## src/rlms_pkg.sv

```systemverilog
// Shared constants, codes and types for the RGB LED matrix scan driver.
// No dependencies; every other source file imports this package.
`timescale 1ns / 1ps

package rlms_pkg;

    // Matrix geometry limits and field widths
    localparam int MAX_ROWS  = 8;
    localparam int MAX_COLS  = 8;
    localparam int CELL_W    = 3;
    localparam int COLOR_W   = 3;
    localparam int LINE_W    = 8;
    localparam int MEM_DEPTH = MAX_ROWS * MAX_COLS;
    localparam int ADDR_W    = 2 * CELL_W;
    localparam int BEAT_W    = 4;

    // Stream and register port widths
    localparam int S_TDATA_W = 16;
    localparam int M_TDATA_W = 40;
    localparam int APB_AW    = 3;
    localparam int APB_DW    = 32;

    // Input operation codes (s_tuser)
    localparam logic OP_WRITE = 1'b0;
    localparam logic OP_TICK  = 1'b1;

    // Output drive kinds (m_tuser)
    localparam logic KIND_PARALLEL = 1'b0;
    localparam logic KIND_SERIAL   = 1'b1;

    // Register word index
    localparam logic REG_SERIAL_MODE = 1'b0;

    // Line word constants
    localparam logic [LINE_W-1:0] LINES_OFF   = 8'h00;
    localparam logic [LINE_W-1:0] LINES_BLANK = 8'hFF;
    localparam logic [LINE_W-1:0] LINE_LSB    = 8'b0000_0001;

    // Beat indices inside a tick
    localparam logic [BEAT_W-1:0] LAST_SERIAL_DARK   = 4'd7;
    localparam logic [BEAT_W-1:0] LAST_SERIAL_LIT    = 4'd15;
    localparam logic [BEAT_W-1:0] LAST_PARALLEL_DARK = 4'd0;
    localparam logic [BEAT_W-1:0] LAST_PARALLEL_LIT  = 4'd1;

    typedef enum logic [1:0] {
        ST_IDLE,
        ST_READ,
        ST_EMIT
    } seq_state_t;

    typedef struct packed {
        logic              we;
        logic [ADDR_W-1:0]  waddr;
        logic [COLOR_W-1:0] wdata;
        logic              re;
        logic [ADDR_W-1:0]  raddr;
    } mem_req_t;

endpackage

```

## src/rlms_frame_mem.sv

```systemverilog
// Frame store: 64 colour cells in a synchronous memory, one write and one read port.
// Per-entry valid flops make unwritten cells read as off. Depends on rlms_pkg.
`timescale 1ns / 1ps

module rlms_frame_mem
    import rlms_pkg::*;
(
    input  logic               clk,
    input  logic               rst_n,
    input  mem_req_t           req,
    output logic [COLOR_W-1:0] rd_color
);

    logic [COLOR_W-1:0]   mem [MEM_DEPTH];
    logic [COLOR_W-1:0]   rd_mem_reg;
    logic                 rd_valid_reg;
    logic [MEM_DEPTH-1:0] valid_reg;

    always_ff @(posedge clk)
    begin
        if (req.we)
        begin
            mem[req.waddr] <= req.wdata;
        end
        if (req.re)
        begin
            rd_mem_reg <= mem[req.raddr];
        end
    end

    always_ff @(posedge clk or negedge rst_n)
    begin
        if (!rst_n)
        begin
            valid_reg    <= '0;
            rd_valid_reg <= 1'b0;
        end
        else
        begin
            if (req.we)
            begin
                valid_reg[req.waddr] <= 1'b1;
            end
            if (req.re)
            begin
                rd_valid_reg <= valid_reg[req.raddr];
            end
        end
    end

    // An entry never written reads as off
    assign rd_color = rd_valid_reg ? rd_mem_reg : '0;

endmodule

```

## src/rlms_cfg.sv

```systemverilog
// APB-style register block holding the serial_mode bit.
// Depends on rlms_pkg.
`timescale 1ns / 1ps

module rlms_cfg
    import rlms_pkg::*;
(
    input  logic              clk,
    input  logic              rst_n,
    input  logic              psel,
    input  logic              penable,
    input  logic              pwrite,
    input  logic [APB_AW-1:0] paddr,
    input  logic [APB_DW-1:0] pwdata,
    output logic [APB_DW-1:0] prdata,
    output logic              pready,
    output logic              serial_mode
);

    logic serial_mode_reg;
    logic serial_mode_next;
    logic wr_en;

    assign pready = 1'b1;
    assign wr_en  = psel && penable && pwrite && pready;

    always_comb
    begin
        serial_mode_next = serial_mode_reg;
        if (wr_en && (paddr[2] == REG_SERIAL_MODE))
        begin
            serial_mode_next = pwdata[0];
        end
    end

    always_ff @(posedge clk or negedge rst_n)
    begin
        if (!rst_n)
        begin
            serial_mode_reg <= 1'b1;
        end
        else
        begin
            serial_mode_reg <= serial_mode_next;
        end
    end

    always_comb
    begin
        prdata = '0;
        if (paddr[2] == REG_SERIAL_MODE)
        begin
            prdata[0] = serial_mode_reg;
        end
    end

    assign serial_mode = serial_mode_reg;

endmodule

```

## src/rlms_seq.sv

```systemverilog
// Scan sequencer: takes write and tick beats, keeps the scan position, reads the
// frame store and emits the drive beats through an output register. Depends on rlms_pkg.
`timescale 1ns / 1ps

module rlms_seq
    import rlms_pkg::*;
#(
    parameter int ROWS = MAX_ROWS,
    parameter int COLS = MAX_COLS
)
(
    input  logic                 clk,
    input  logic                 rst_n,
    input  logic                 serial_mode,
    input  logic                 s_tvalid,
    output logic                 s_tready,
    input  logic [S_TDATA_W-1:0] s_tdata,
    input  logic                 s_tuser,
    output logic                 m_tvalid,
    input  logic                 m_tready,
    output logic [M_TDATA_W-1:0] m_tdata,
    output logic                 m_tuser,
    output logic                 m_tlast,
    output mem_req_t             mem_req,
    input  logic [COLOR_W-1:0]   rd_color
);

    localparam logic [CELL_W-1:0] LAST_ROW = CELL_W'(ROWS - 1);
    localparam logic [CELL_W-1:0] LAST_COL = CELL_W'(COLS - 1);

    seq_state_t state_reg, state_next;

    logic [CELL_W-1:0]    scan_row_reg, scan_row_next;
    logic [CELL_W-1:0]    scan_col_reg, scan_col_next;
    logic                 serial_reg;
    logic [COLOR_W-1:0]   color_reg;
    logic [BEAT_W-1:0]    beat_reg, beat_next;
    logic                 m_tvalid_reg, m_tvalid_next;
    logic [M_TDATA_W-1:0] m_tdata_reg;
    logic                 m_tuser_reg;
    logic                 m_tlast_reg;

    logic [CELL_W-1:0]  w_row, w_col;
    logic [COLOR_W-1:0] w_color;
    logic               accept, accept_tick, in_range, load_beat, out_free;
    logic [CELL_W-1:0]  adv_row, adv_col;

    logic [LINE_W-1:0]  row_bit, col_bit, red_w, grn_w, blu_w;
    logic [LINE_W-1:0]  row_o, red_o, grn_o, blu_o;
    logic [LINE_W-1:0]  row_g, red_g, grn_g, blu_g;
    logic [CELL_W-1:0]  bit_sel;
    logic               latch_o, lit;
    logic [BEAT_W-1:0]  last_idx;

    // Input fields, lowest first: cell_row, cell_col, cell_color
    assign w_row   = s_tdata[2:0];
    assign w_col   = s_tdata[5:3];
    assign w_color = s_tdata[8:6];

    assign accept      = s_tvalid && s_tready;
    assign accept_tick = accept && (s_tuser == OP_TICK);
    assign in_range    = ({1'b0, w_row} < (CELL_W + 1)'(ROWS))
                      && ({1'b0, w_col} < (CELL_W + 1)'(COLS));
    assign out_free    = !m_tvalid_reg || m_tready;

    // Step the scan one cell along the row, wrapping to the next row
    always_comb
    begin
        adv_col = scan_col_reg + 1'b1;
        adv_row = scan_row_reg;
        if (scan_col_reg == LAST_COL)
        begin
            adv_col = '0;
            adv_row = (scan_row_reg == LAST_ROW) ? '0 : scan_row_reg + 1'b1;
        end
    end

    // Beat contents
    always_comb
    begin
        lit     = (color_reg != '0);
        row_bit = LINE_LSB << scan_row_reg;
        col_bit = LINE_LSB << scan_col_reg;
        red_w   = color_reg[0] ? col_bit : LINES_OFF;
        grn_w   = color_reg[1] ? col_bit : LINES_OFF;
        blu_w   = color_reg[2] ? col_bit : LINES_OFF;
        bit_sel = ~beat_reg[2:0];
        row_g   = LINES_BLANK;
        red_g   = LINES_BLANK;
        grn_g   = LINES_BLANK;
        blu_g   = LINES_BLANK;
        row_o   = LINES_OFF;
        red_o   = LINES_OFF;
        grn_o   = LINES_OFF;
        blu_o   = LINES_OFF;
        latch_o = 1'b0;
        if (serial_reg)
        begin
            // Second group carries the active-low drive words
            if (beat_reg[3])
            begin
                row_g = ~row_bit;
                red_g = ~red_w;
                grn_g = ~grn_w;
                blu_g = ~blu_w;
            end
            row_o[0] = row_g[bit_sel];
            red_o[0] = red_g[bit_sel];
            grn_o[0] = grn_g[bit_sel];
            blu_o[0] = blu_g[bit_sel];
            latch_o  = (beat_reg[2:0] == 3'd7);
            last_idx = lit ? LAST_SERIAL_LIT : LAST_SERIAL_DARK;
        end
        else
        begin
            if (beat_reg[0])
            begin
                row_o = row_bit;
                red_o = red_w;
                grn_o = grn_w;
                blu_o = blu_w;
            end
            last_idx = lit ? LAST_PARALLEL_LIT : LAST_PARALLEL_DARK;
        end
    end

    // Next state
    always_comb
    begin
        state_next = state_reg;
        case (state_reg)
            ST_IDLE:
            begin
                if (accept_tick)
                begin
                    state_next = ST_READ;
                end
            end
            ST_READ:
            begin
                state_next = ST_EMIT;
            end
            ST_EMIT:
            begin
                if (out_free && (beat_reg == last_idx))
                begin
                    state_next = ST_IDLE;
                end
            end
            default:
            begin
                state_next = ST_IDLE;
            end
        endcase
    end

    // Control outputs
    always_comb
    begin
        s_tready      = 1'b0;
        load_beat     = 1'b0;
        mem_req.we    = 1'b0;
        mem_req.waddr = {w_row, w_col};
        mem_req.wdata = w_color;
        mem_req.re    = 1'b0;
        mem_req.raddr = {adv_row, adv_col};
        case (state_reg)
            ST_IDLE:
            begin
                s_tready   = 1'b1;
                mem_req.we = accept && (s_tuser == OP_WRITE) && in_range;
                mem_req.re = accept_tick;
            end
            ST_READ:
            begin
            end
            ST_EMIT:
            begin
                load_beat = out_free;
            end
            default:
            begin
            end
        endcase
    end

    always_comb
    begin
        scan_row_next = scan_row_reg;
        scan_col_next = scan_col_reg;
        if (accept_tick)
        begin
            scan_row_next = adv_row;
            scan_col_next = adv_col;
        end
        beat_next = beat_reg;
        if (state_reg == ST_READ)
        begin
            beat_next = '0;
        end
        else if (load_beat)
        begin
            beat_next = beat_reg + 1'b1;
        end
        m_tvalid_next = m_tvalid_reg && !m_tready;
        if (load_beat)
        begin
            m_tvalid_next = 1'b1;
        end
    end

    always_ff @(posedge clk or negedge rst_n)
    begin
        if (!rst_n)
        begin
            state_reg    <= ST_IDLE;
            scan_row_reg <= LAST_ROW;
            scan_col_reg <= LAST_COL;
            beat_reg     <= '0;
            m_tvalid_reg <= 1'b0;
        end
        else
        begin
            state_reg    <= state_next;
            scan_row_reg <= scan_row_next;
            scan_col_reg <= scan_col_next;
            beat_reg     <= beat_next;
            m_tvalid_reg <= m_tvalid_next;
        end
    end

    // Payload registers
    always_ff @(posedge clk)
    begin
        if (accept_tick)
        begin
            serial_reg <= serial_mode;
        end
        if (state_reg == ST_READ)
        begin
            color_reg <= rd_color;
        end
        if (load_beat)
        begin
            m_tdata_reg <= {7'd0, latch_o, blu_o, grn_o, red_o, row_o};
            m_tuser_reg <= serial_reg ? KIND_SERIAL : KIND_PARALLEL;
            m_tlast_reg <= (beat_reg == last_idx);
        end
    end

    assign m_tvalid = m_tvalid_reg;
    assign m_tdata  = m_tdata_reg;
    assign m_tuser  = m_tuser_reg;
    assign m_tlast  = m_tlast_reg;

endmodule

```

## src/rgb_led_matrix_scan_driver.sv

```systemverilog
// Top level of the RGB LED matrix scan driver: register block, sequencer and frame store.
// Depends on rlms_pkg, rlms_cfg, rlms_seq and rlms_frame_mem.
//
//  channel  | dir | handshake            | payload
//  ---------+-----+----------------------+------------------------------------------------
//  s_*      | in  | s_tvalid / s_tready  | tuser: operation; tdata: cell_row, cell_col,
//           |     |                      |        cell_color
//  m_*      | out | m_tvalid / m_tready  | tuser: drive_kind; tlast: last; tdata: row,
//           |     |                      |        red, green, blue lines, latch
//  APB      | in  | psel / penable       | reg 0 serial_mode at address 0
//
// A write beat is taken while the sequencer is idle. A tick is accepted, then the frame
// store is read, then its result beats leave through the output register (8 or 16
// serial, 1 or 2 parallel); a lit cell gives the larger number of beats.
// Reset clears the per-cell valid flops at once, so no clearing pass is needed.
// A stalled m_tready holds the result beat and the sequencer; s_tready is high only
// while no tick is in flight.
`timescale 1ns / 1ps

module rgb_led_matrix_scan_driver
    import rlms_pkg::*;
#(
    parameter int ROWS = MAX_ROWS,
    parameter int COLS = MAX_COLS
)
(
    input  logic                 clk,
    input  logic                 rst_n,
    input  logic                 s_tvalid,
    output logic                 s_tready,
    input  logic [S_TDATA_W-1:0] s_tdata,  // [2:0] cell_row, [5:3] cell_col, [8:6] cell_color
    input  logic                 s_tuser,  // [0] operation
    output logic                 m_tvalid,
    input  logic                 m_tready,
    output logic [M_TDATA_W-1:0] m_tdata,  // [7:0] row, [15:8] red, [23:16] green,
                                           // [31:24] blue, [32] latch
    output logic                 m_tuser,  // [0] drive_kind
    output logic                 m_tlast,
    input  logic                 psel,
    input  logic                 penable,
    input  logic                 pwrite,
    input  logic [APB_AW-1:0]    paddr,
    input  logic [APB_DW-1:0]    pwdata,
    output logic [APB_DW-1:0]    prdata,
    output logic                 pready
);

    logic               serial_mode;
    mem_req_t           mem_req;
    logic [COLOR_W-1:0] rd_color;

    rlms_cfg u_cfg (
        .clk         (clk),
        .rst_n       (rst_n),
        .psel        (psel),
        .penable     (penable),
        .pwrite      (pwrite),
        .paddr       (paddr),
        .pwdata      (pwdata),
        .prdata      (prdata),
        .pready      (pready),
        .serial_mode (serial_mode)
    );

    rlms_seq #(
        .ROWS (ROWS),
        .COLS (COLS)
    ) u_seq (
        .clk         (clk),
        .rst_n       (rst_n),
        .serial_mode (serial_mode),
        .s_tvalid    (s_tvalid),
        .s_tready    (s_tready),
        .s_tdata     (s_tdata),
        .s_tuser     (s_tuser),
        .m_tvalid    (m_tvalid),
        .m_tready    (m_tready),
        .m_tdata     (m_tdata),
        .m_tuser     (m_tuser),
        .m_tlast     (m_tlast),
        .mem_req     (mem_req),
        .rd_color    (rd_color)
    );

    rlms_frame_mem u_mem (
        .clk      (clk),
        .rst_n    (rst_n),
        .req      (mem_req),
        .rd_color (rd_color)
    );

endmodule

```

## config.mk

```make
export PLATFORM = sky130hd
export DESIGN_NAME = rgb_led_matrix_scan_driver
export DESIGN_NICKNAME = d
export VERILOG_FILES = /design/src/rlms_pkg.sv /design/src/rlms_frame_mem.sv /design/src/rlms_cfg.sv /design/src/rlms_seq.sv /design/src/rgb_led_matrix_scan_driver.sv
export SDC_FILE = /design/constraint.sdc
export NUM_CORES = 1
export LEC_CHECK = 0
export BUFFER_PORTS_ARGS = -buffer_cell sky130_fd_sc_hd__buf_2
export CORE_MARGIN = 4
export CORE_UTILIZATION = 55
export DETAILED_ROUTE_END_ITERATION = 10
export HOLD_SLACK_MARGIN = 0.12
export PLACE_DENSITY = 0.75
export SLEW_MARGIN = 10
export SYNTH_ARGS = -nofsm -noshare
export SYNTH_HDL_FRONTEND = slang
export SYNTH_SLANG_ARGS = --single-unit
```

## constraint.sdc

```tcl
create_clock -name clk -period 8 [get_ports clk]
set_clock_uncertainty 0.1 [all_clocks]
set_input_delay 1.6 -clock clk [delete_from_list [all_inputs] [get_ports clk]]
set_output_delay 1.6 -clock clk [all_outputs]
set_load 0.02 [all_outputs]
```

== After elaboration in Yosys (flattened, before gate mapping) ==
Memory sizes are Yosys's and may differ from the RTL's. A register that Yosys moved wholly into a read port is not among the register bits.
Cells that the tools add are included.

* $add $sub $neg: 3
* Order comparisons: 4
* Equality and inequality tests: 8
* Shift-type cells: 2
* Muxes and demuxes: 51
* Bitwise logic cells: 9
* Reduce and logical (&&, ||, !) cells: 17

{| class="wikitable"
|+ Operators by type and width
! operator !! count
|-
| 8-bit two-way mux || 11
|-
| 64-bit bitwise OR || 1
|-
| 8-bit inverter || 4
|-
| 1-bit two-way mux || 24
|-
| 4-bit two-way mux || 4
|-
| 1-bit by 3-bit << shifter with 8-bit output, first input constant || 2
|-
| 6-bit by 7-bit < comparator with 1-bit output, second input constant || 2
|-
| 1-bit binary-select mux with 3-bit select || 4
|-
| 3-bit equality test, second input constant || 3
|-
| 1-bit logical AND || 9
|-
| 3-bit two-way mux || 3
|-
| 3-bit by 1-bit adder with 3-bit output, second input constant || 2
|-
| 1-bit binary-select mux with 6-bit select || 1
|-
| 1-bit demux with 6-bit select || 1
|-
| 6-bit by 1-bit greater-or-equal comparator with 1-bit output, second input constant || 1
|-
| 2-bit one-hot mux with 3 select lines || 1
|-
| 4-bit by 1-bit adder with 4-bit output, second input constant || 1
|-
| 4-bit equality test || 1
|-
| 3-bit by 4-bit < comparator with 1-bit output, second input constant || 1
|-
| 2-bit two-way mux || 2
|-
| 2-bit by 1-bit inequality test with 1-bit output, second input constant || 2
|-
| 1-bit inverter || 3
|-
| 3-bit inverter || 1
|-
| 3-bit nonzero test || 1
|-
| 8 further kinds || 9
|}

* Register bits: 118
* Bits in writable memories: 192
* Memories kept: 1

{| class="wikitable"
|+ Memories
! name !! depth !! width !! rd ports !! clocked after Yosys merged registers in !! write ports !! RTL line !! text
|-
| u_mem.mem || 64 || 3 || 1 || 1 || 1 || rlms_frame_mem.sv:14 || <nowiki>logic [COLOR_W-1:0] mem [MEM_DEPTH];</nowiki>
|}

== Logic depth before layout (Yosys ltp) ==
Gate-level depths: netlist of the first run.

* Depth after elaboration: 8
* Mapped depth: 12

== By module ==
From an unflattened synthesis of the first run, not the netlist that was laid out.

* Cell total of the unflattened synthesis: 874
* Area, all modules: 13366.6 sq um

{| class="wikitable"
|+ By module, submodules not included
! module !! instances !! cells an instance !! area each (sq um)
|-
| rlms_frame_mem || 1 || 620 || 10483.8
|-
| rlms_seq || 1 || 216 || 2580.0
|-
| rlms_cfg || 1 || 38 || 302.8
|}

== Worst setup path after synthesis of the first run ==
No wires, ideal clock.

* Path type: input -> output
* From: in paddr[2]
* To: out prdata[0]
* Arrival time: 1.904 ns
* Slack: 4.396 ns
* Stages on the path: 1
* Buffers on the path: 0
* Path through: nor2b_1

* Longest elaborated chain between the ends: 1

{| class="wikitable"
|+ Ends and longest elaborated chain
! item !! RTL line !! text
|-
| from (decl) || rgb_led_matrix_scan_driver.sv:42 || <nowiki>input logic [APB_AW-1:0] paddr,</nowiki>
|-
| 1-bit two-way mux || rlms_cfg.sv:51 || <nowiki>if (paddr[2] == REG_SERIAL_MODE)</nowiki>
|-
| to (decl) || rgb_led_matrix_scan_driver.sv:44 || <nowiki>output logic [APB_DW-1:0] prdata,</nowiki>
|}

Every way passes these cells.

== Final worst setup path of the first run ==
* From: reg u_seq.scan_col_reg[0]
* To: reg u_mem.rd_mem_reg[1] (read register of u_mem.mem), data pin

* Longest elaborated chain between the ends: 2
* Elaborated cells between the ends (all ways): 4

{| class="wikitable"
|+ Ends and longest elaborated chain
! item !! RTL line !! text
|-
| from (decl) || rlms_seq.sv:34 || <nowiki>logic [CELL_W-1:0] scan_col_reg, scan_col_next;</nowiki>
|-
| from (signal assigned) || rlms_seq.sv:226 || <nowiki>scan_col_reg <= scan_col_next;</nowiki>
|-
| 3-bit by 1-bit adder with 3-bit output or 3-bit equality test (tied branches) || rlms_seq.sv:69, rlms_seq.sv:71 ||
|-
| 3-bit two-way mux || rlms_seq.sv:71 || <nowiki>if (scan_col_reg == LAST_COL)</nowiki>
|-
| to (decl) || rlms_frame_mem.sv:15 || <nowiki>logic [COLOR_W-1:0] rd_mem_reg;</nowiki>
|}

Parallel ways exist; a longest one is shown, timed or not.
A chain may end at the register's enable or synchronous reset.

==> results of run 1 <==
==> power by group through the flow <==
stage	Combinational, W	Sequential [W]	Clock, W
6_report	0.00160	0.00203	0.00151
5_1_grt	0.00173	0.00205	0.00160
4_1_cts	0.00159	0.00203	0.00153
3_5_place_dp	0.00157	0.00206	0
3_3_place_gp	0.00154	0.00205	0
2_1_floorplan	0.00117	0.00208	0
==> worst max-delay path by stage <==
stage                                     start                   to  depth (start not counted)
after floorplan                        paddr[2]            prdata[0]                          1
after global placement    u_seq.scan_col_reg[0]  u_mem.rd_mem_reg[1]                          9
after detailed placement  u_seq.scan_col_reg[0]  u_mem.rd_mem_reg[1]                          9
after CTS                 u_seq.scan_col_reg[0]  u_mem.rd_mem_reg[1]                          9
after global routing      u_seq.scan_col_reg[0]  u_mem.rd_mem_reg[2]                          9
final                     u_seq.scan_col_reg[0]  u_mem.rd_mem_reg[1]                          9
==> stage by stage <==
step / instance area (µm²) / util / std cells / setup slack, ps / total power, W
2_1_floorplan: 13500 / - / 951 / 4400 / 0.00325
3_3_place_gp: 13700 / 0.578 / 1253 / 3620 / 0.00360
3_5_place_dp: 13700 / 0.578 / 1253 / 3500 / 0.00363
4_1_cts: 14800 / 0.623 / 1311 / 3490 / 0.00514
5_1_grt: 14800 / 0.624 / 1312 / 3240 / 0.00537
6_report: 14800 / 0.624 / 1312 / 3540 / 0.00513
==> worst register-to-register path, stage by stage, from the launching register on <==
cell and delay, ps:
dfstp_2 560, ha_1 170, ha_1 540, or2_4 800
buf_4 580, mux4_2 600, mux2i_1 300, a32oi_1 130
a31oi_1 330, nor3_1 90
==> cells by family after synthesis <==
logic type	after synthesis	share of synthesized area
AND/OR/NAND/NOR	326	0.122
flip-flops	313	0.675
buffers and inverters	104	0.0473
multiplexers	78	0.101
AO/OA/AOI/OAI	74	0.0395
adder cells (fa/ha/maj)	14	0.0131
XOR/XNOR	3	0.00197
other	2	0.000562
==> layer usage <==
| metal | GRT usage | share of wire |
|---|---|---|
| met4 | 0.0701 | 0.036 |
| met1 | 0.287 | 0.41 |
| met3 | 0.0366 | 0.077 |
| met5 | 0 | 0 |
| met2 | 0.331 | 0.48 |
==> final cells by class <==
type                       count  area [µm²]  area share
tap                          319         399      0.0270
clock buffer                  46         852      0.0577
inverter                      24        90.1     0.00610
sequential                   313        9010       0.610
multi-input combinational    534        3860       0.261
clock inverter                12         211      0.0143
timing repair buffer          64         355      0.0240
==> Yosys cell counts (all sizes together) (3+ instances only) <==
cell    number
and2         8
or2         67
o22ai        3
mux2         3
nand2       69
a22o         6
nor4b        4
nor3        10
nand3b       3
nor2b        6
mux2i       30
inv         24
o21ai       12
ha          14
nand4        5
nor3b       10
a32oi        4
buf         61
clkbuf      19
nand2b       9
a32o         5
a211oi      14
mux4        45
nand3       17
a31oi        7
o32ai        3
dfstp        7
edfxtp     234
and3        13
a21oi        8
dfrtp       72
nor2        98
a221oi       3
==> run metrics, run 1 <==
Startpoint Class=register; residual DRC count=0; H-tree levels=1; NetSw=0.00165 W; final setup violation count=0; Syn Area/Cell=14.6 µm²; clock power share=0.294; number of diodes=0; CTS Buffer Depth=3; Async SR Flop Fraction=0.252; antenna-violating nets left=0; Min-Delay Endpoint=u_mem.valid_reg[6]; outcome=complete, no violations; Yosys warnings=0; crit path kind=reg -> reg; leakage power=5.69 nW; die height=164 µm; Reg power frac=0.395; 1st-iter DRT viols=819; clock latency on the worst-skew pair=550 ps; die footprint=0.0268 mm²; reg2reg setup slack=3540 ps; RSZ-0062 raised after global routing=no; crit-path cells=ha_1, ha_1, or2_4, buf_4, mux4_2, mux2i_1, a32oi_1, a31oi_1, nor3_1; post-DR wirelength/cell=20.7 µm; global placer's final weighted congestion=0.835; Gate power share=0.311; Die Width=164 µm; Site Rows=56; CP most frequent cell=ha_1; final hold vios=0; Post-Synthesis Cells=914; via density per instance=5.73; most common cell after layout, fill and taps aside=edfxtp_1; largest net degree at the start of global routing=80; final max-slew violation count=0; Mapped Area=0.0134 mm²; Setup TNS=0 ps; Fillers=1,741; Hold Path Depth=1; ratio of cells with drive above 1 in the final layout=0.229; Peak supply drop=0.000206 V; CTS clock-pin slew for the worst setup and hold paths=60 ps; post-synthesis cell type count=54; effective utilization at floorplan=0.564; Hold Startpoint=u_mem.valid_reg[6]; Main synth FF type=edfxtp_1; Slew headroom=0.224; clock sink count=313; FF+latch count, synth=313; critical path arrival=4650 ps; Hold WC Path Type=reg -> reg; root buffer cell=clkbuf_16; CTS tree=yes; # resized after CTS=0; delay-heaviest family, CP=simple AND/OR/NAND/NOR gates; Routed WL=27.2 mm; DR pass1 iterations=7; worst r2r src=u_seq.scan_col_reg[0]; Post-synth EDFFs=234; vias in the first global route=7,545; number of antenna violations at the first check in global routing=0; via count=7,523; CP bufs+invs=1; max reg flops=192; top post-synthesis cells by area=edfxtp_1 (53%), dfrtp_1 (13%), mux4_2 (7.6%); slowest cell on the critical path=or2_4; Post-CTS Setup Bufs=0; Tightest Pin Transition=1160 ps; DPL Wire Length=17.4 mm; Final min period=4460 ps; first-pass GRT wire length=42.3 mm; core area=0.0237 mm²; Peak Freq=224 MHz; sequential share of the synthesized area=0.675; Port Buf Inserts=56; Req. time, crit path=8180 ps; Worst R2R End=u_mem.rd_mem_reg[1]; Hold Buf Count CTS=0; Max FO, Critical Path=46; endpoint class of the critical path=register; Syn-to-layout area delta=10.6%; total CTS buffers=31; Sw Ratio=0.321; worst-case reg-to-reg path depth=9; Tot GR Track Use=0.205; fin crit share=0.558; cell taking the most area after synthesis=edfxtp_1; Max Cap Viol=0; most frequent cells in the layout=edfxtp_1 (234), nor2_1 (98), dfrtp_1 (72); Synth top area share=0.526; PD cells=347 mW/mm²; global route total overflow=0; Pint=0.00348 W; nets=1,041; # IOs=136; worst hold slack=363 ps; Slowest Stage Delay on Critical Path=790 ps
(Power assumes the default switching activity.)
==> run 2: changes to the inputs <==
ABC_AREA = 1   (was not set)
clock period = 4.6 ns   (was 8 ns; I/O delays follow)
==> run metrics, run 2 <==
outcome=complete, no violations; worst hold slack=355 ps (-8.38 ps); CP bufs+invs=2 (+1); # resized after CTS=0 (unchanged); sequential share of the synthesized area=0.650 (-0.0245); most frequent cells in the layout=nor2_1 (241), edfxtp_1 (234), o21ai_0 (170); via count=9,612 (+28%); residual DRC count=0 (unchanged); most common cell after layout, fill and taps aside=nor2_1; slowest cell on the critical path=dfstp_2; cell taking the most area after synthesis=edfxtp_1; Hold Buf Count CTS=0 (unchanged); most instantiated cells after synthesis=nor2_1 (241), edfxtp_1 (234), o21ai_0 (170); Tot GR Track Use=0.222 (+0.0168); die footprint=0.0278 mm² (+3.6%); critical path arrival=3680 ps (-970 ps); Hold WC Path Type=reg -> reg; crit path kind=reg -> reg; final hold vios=0 (unchanged); post-DR wirelength/cell=18.1 µm (-13%); worst r2r src=u_seq.scan_col_reg[0]; vias in the first global route=9,562 (+27%); Hold Startpoint=u_mem.valid_reg[9]; Post-synth EDFFs=234 (unchanged); ratio of cells with drive above 1 in the final layout=0.100 (-0.128); Req. time, crit path=4880 ps (-3300 ps); Syn-to-layout area delta=9.57%; DPL Wire Length=18.3 mm (+5.0%); fin crit share=0.740 (+0.182); top post-synthesis cells by area=edfxtp_1 (51%), dfrtp_1 (13%), nor2_1 (6.5%); PD cells=598 mW/mm² (+72%); final non-filler cell area=0.0152 mm² (+2.8%); die height=167 µm (+1.8%); CP most frequent cell=nand3_1; Slew headroom=0.215 (-0.00882); number of antenna violations at the first check in global routing=0 (unchanged); Fillers=2,042 (+17%); Peak supply drop=0.000485 V (+140%); multi-input logic area=0.00391 mm² (+1.4%); Reg area=0.00901 mm² (unchanged); endpoint class of the critical path=register; largest net degree at the start of global routing=131 (+64%); DR pass1 iterations=5 (-2); effective utilization at floorplan=0.565 (+0.000943); leakage power=5.82 nW (+2.4%); 1st-iter DRT viols=1,063 (+30%); final setup violation count=0 (unchanged); final max-slew violation count=0 (unchanged); Max FO, Critical Path=51 (+11%); critical path startpoint=u_seq.scan_col_reg[0]; root buffer cell=clkbuf_16; Tightest Pin Transition=1180 ps (+11.9 ps); RSZ-0062 raised after global routing=no; Mapped Area=0.0139 mm² (+3.8%); crit-path cells=ha_1, ha_1, inv_2, nand2_4, buf_4, nor2_1, nor2_1, o21ai_0, o211ai_1, nand3_1, nand3_1, nand3_1, nand2_1; global route total overflow=0 (unchanged); number of diodes=0 (unchanged); max reg flops=192 (unchanged); Site Rows=57 (+1.8%); Post-Synthesis Cells=1,321 (+45%); FF+latch count, synth=313 (unchanged); clock latency on the worst-skew pair=510 ps (-40 ps); DP Area=0.0142 mm² (+3.6%); Die Width=167 µm (+1.8%); via density per instance=5.66 (-1.3%); core area=0.0245 mm² (+3.6%); Max Cap Viol=0 (unchanged); Post-CTS Setup Bufs=0 (unchanged); Routed WL=30.8 mm (+13%); Final min period=3410 ps (-1060 ps); Startpoint Class=register; total CTS buffers=34 (+9.7%); Peak Freq=294 MHz (+31%); Port Buf Inserts=56 (unchanged); global placer's final weighted congestion=0.931 (+11%); CTS tree=yes; clock sink count=313 (unchanged); Slowest Stage Delay on Critical Path=600 ps (-190 ps); # IOs=136 (unchanged); nets=1,427 (+37%); Setup TNS=0 ps (unchanged); delay-heaviest family, CP=simple AND/OR/NAND/NOR gates; Syn Area/Cell=10.5 µm² (-28%); H-tree levels=2 (+1); post-synthesis cell type count=34 (-37%); Synth top area share=0.507 (-0.0191); CTS Buffer Depth=3 (unchanged); count leader, synth=nor2_1; antenna-violating nets left=0 (unchanged); Async SR Flop Fraction=0.252 (unchanged); Main synth FF type=edfxtp_1; Yosys warnings=0 (unchanged); CTS clock-pin slew for the worst setup and hold paths=60 ps (about the same); first-pass GRT wire length=49.5 mm (+17%)
-- run 2: power by group --
group | switching [W] | internal [W]
Sequential | 0.000138 | 0.00326
Clock | 0.00104 | 0.00142
Combinational | 0.00227 | 0.000953
-- run 2: metal layers --
| layer | global-route usage | wire length (µm) | vias to the layer above |
|---|---|---|---|
| met5 | 0 | 0 | - |
| met4 | 0.102 | 1300 | 0 |
| met3 | 0.0367 | 2120 | 88 |
| met2 | 0.390 | 15400 | 400 |
| met1 | 0.270 | 11900 | 4602 |
| li1 | - | - | 4522 |
-- run 2: cell type report --
cell class,instances,area share
repair buffers,74,0.0283
flip-flops and latches,313,0.593
clock buffers,43,0.0610
clock inverters,14,0.00503
well taps,324,0.0267
inverters,113,0.0279
multi-input cells,818,0.258
-- run 2: kinds of logic (layout without fill, tap and decap cells) --
group,Yosys count,in the layout,share of synthesized area
fa+ha+maj,14,14,0.0126
flops,313,313,0.650
other cells,2,39,0.000542
xor+xnor,2,2,0.00126
simple gates,509,509,0.154
buf+inv,227,244,0.0781
compound gates,254,254,0.104
-- run 2: final timing paths --
kind                       slack, ps             endpoint  cells after the start
hold reg to reg                  350   u_mem.valid_reg[9]                      2
setup / recovery                1190  u_mem.rd_mem_reg[2]                     13
min in group asynchronous        470  u_mem.valid_reg[55]                      1
setup reg to reg                1190  u_mem.rd_mem_reg[2]                     13
max in group asynchronous       3300    u_seq.beat_reg[2]                      1
hold / removal                   350   u_mem.valid_reg[9]                      2
-- run 2: worst min-delay path, delay by kind of cell (launching register included) --
kind	cells	cell delay [ps]
compound gates	1	60
buf+inv	1	40
flops	1	320
-- run 2: per-stage QoR --
step | setup WS, ps | cells | power (W) | util
after floorplan | 2260 | 1358 | 0.00582 | -
after global placement | 1250 | 1642 | 0.00659 | 0.578
after detailed placement | 1190 | 1642 | 0.00665 | 0.578
after CTS | 1170 | 1699 | 0.00911 | 0.619
after global routing | 856 | 1699 | 0.00964 | 0.619
final | 1190 | 1699 | 0.00908 | 0.619
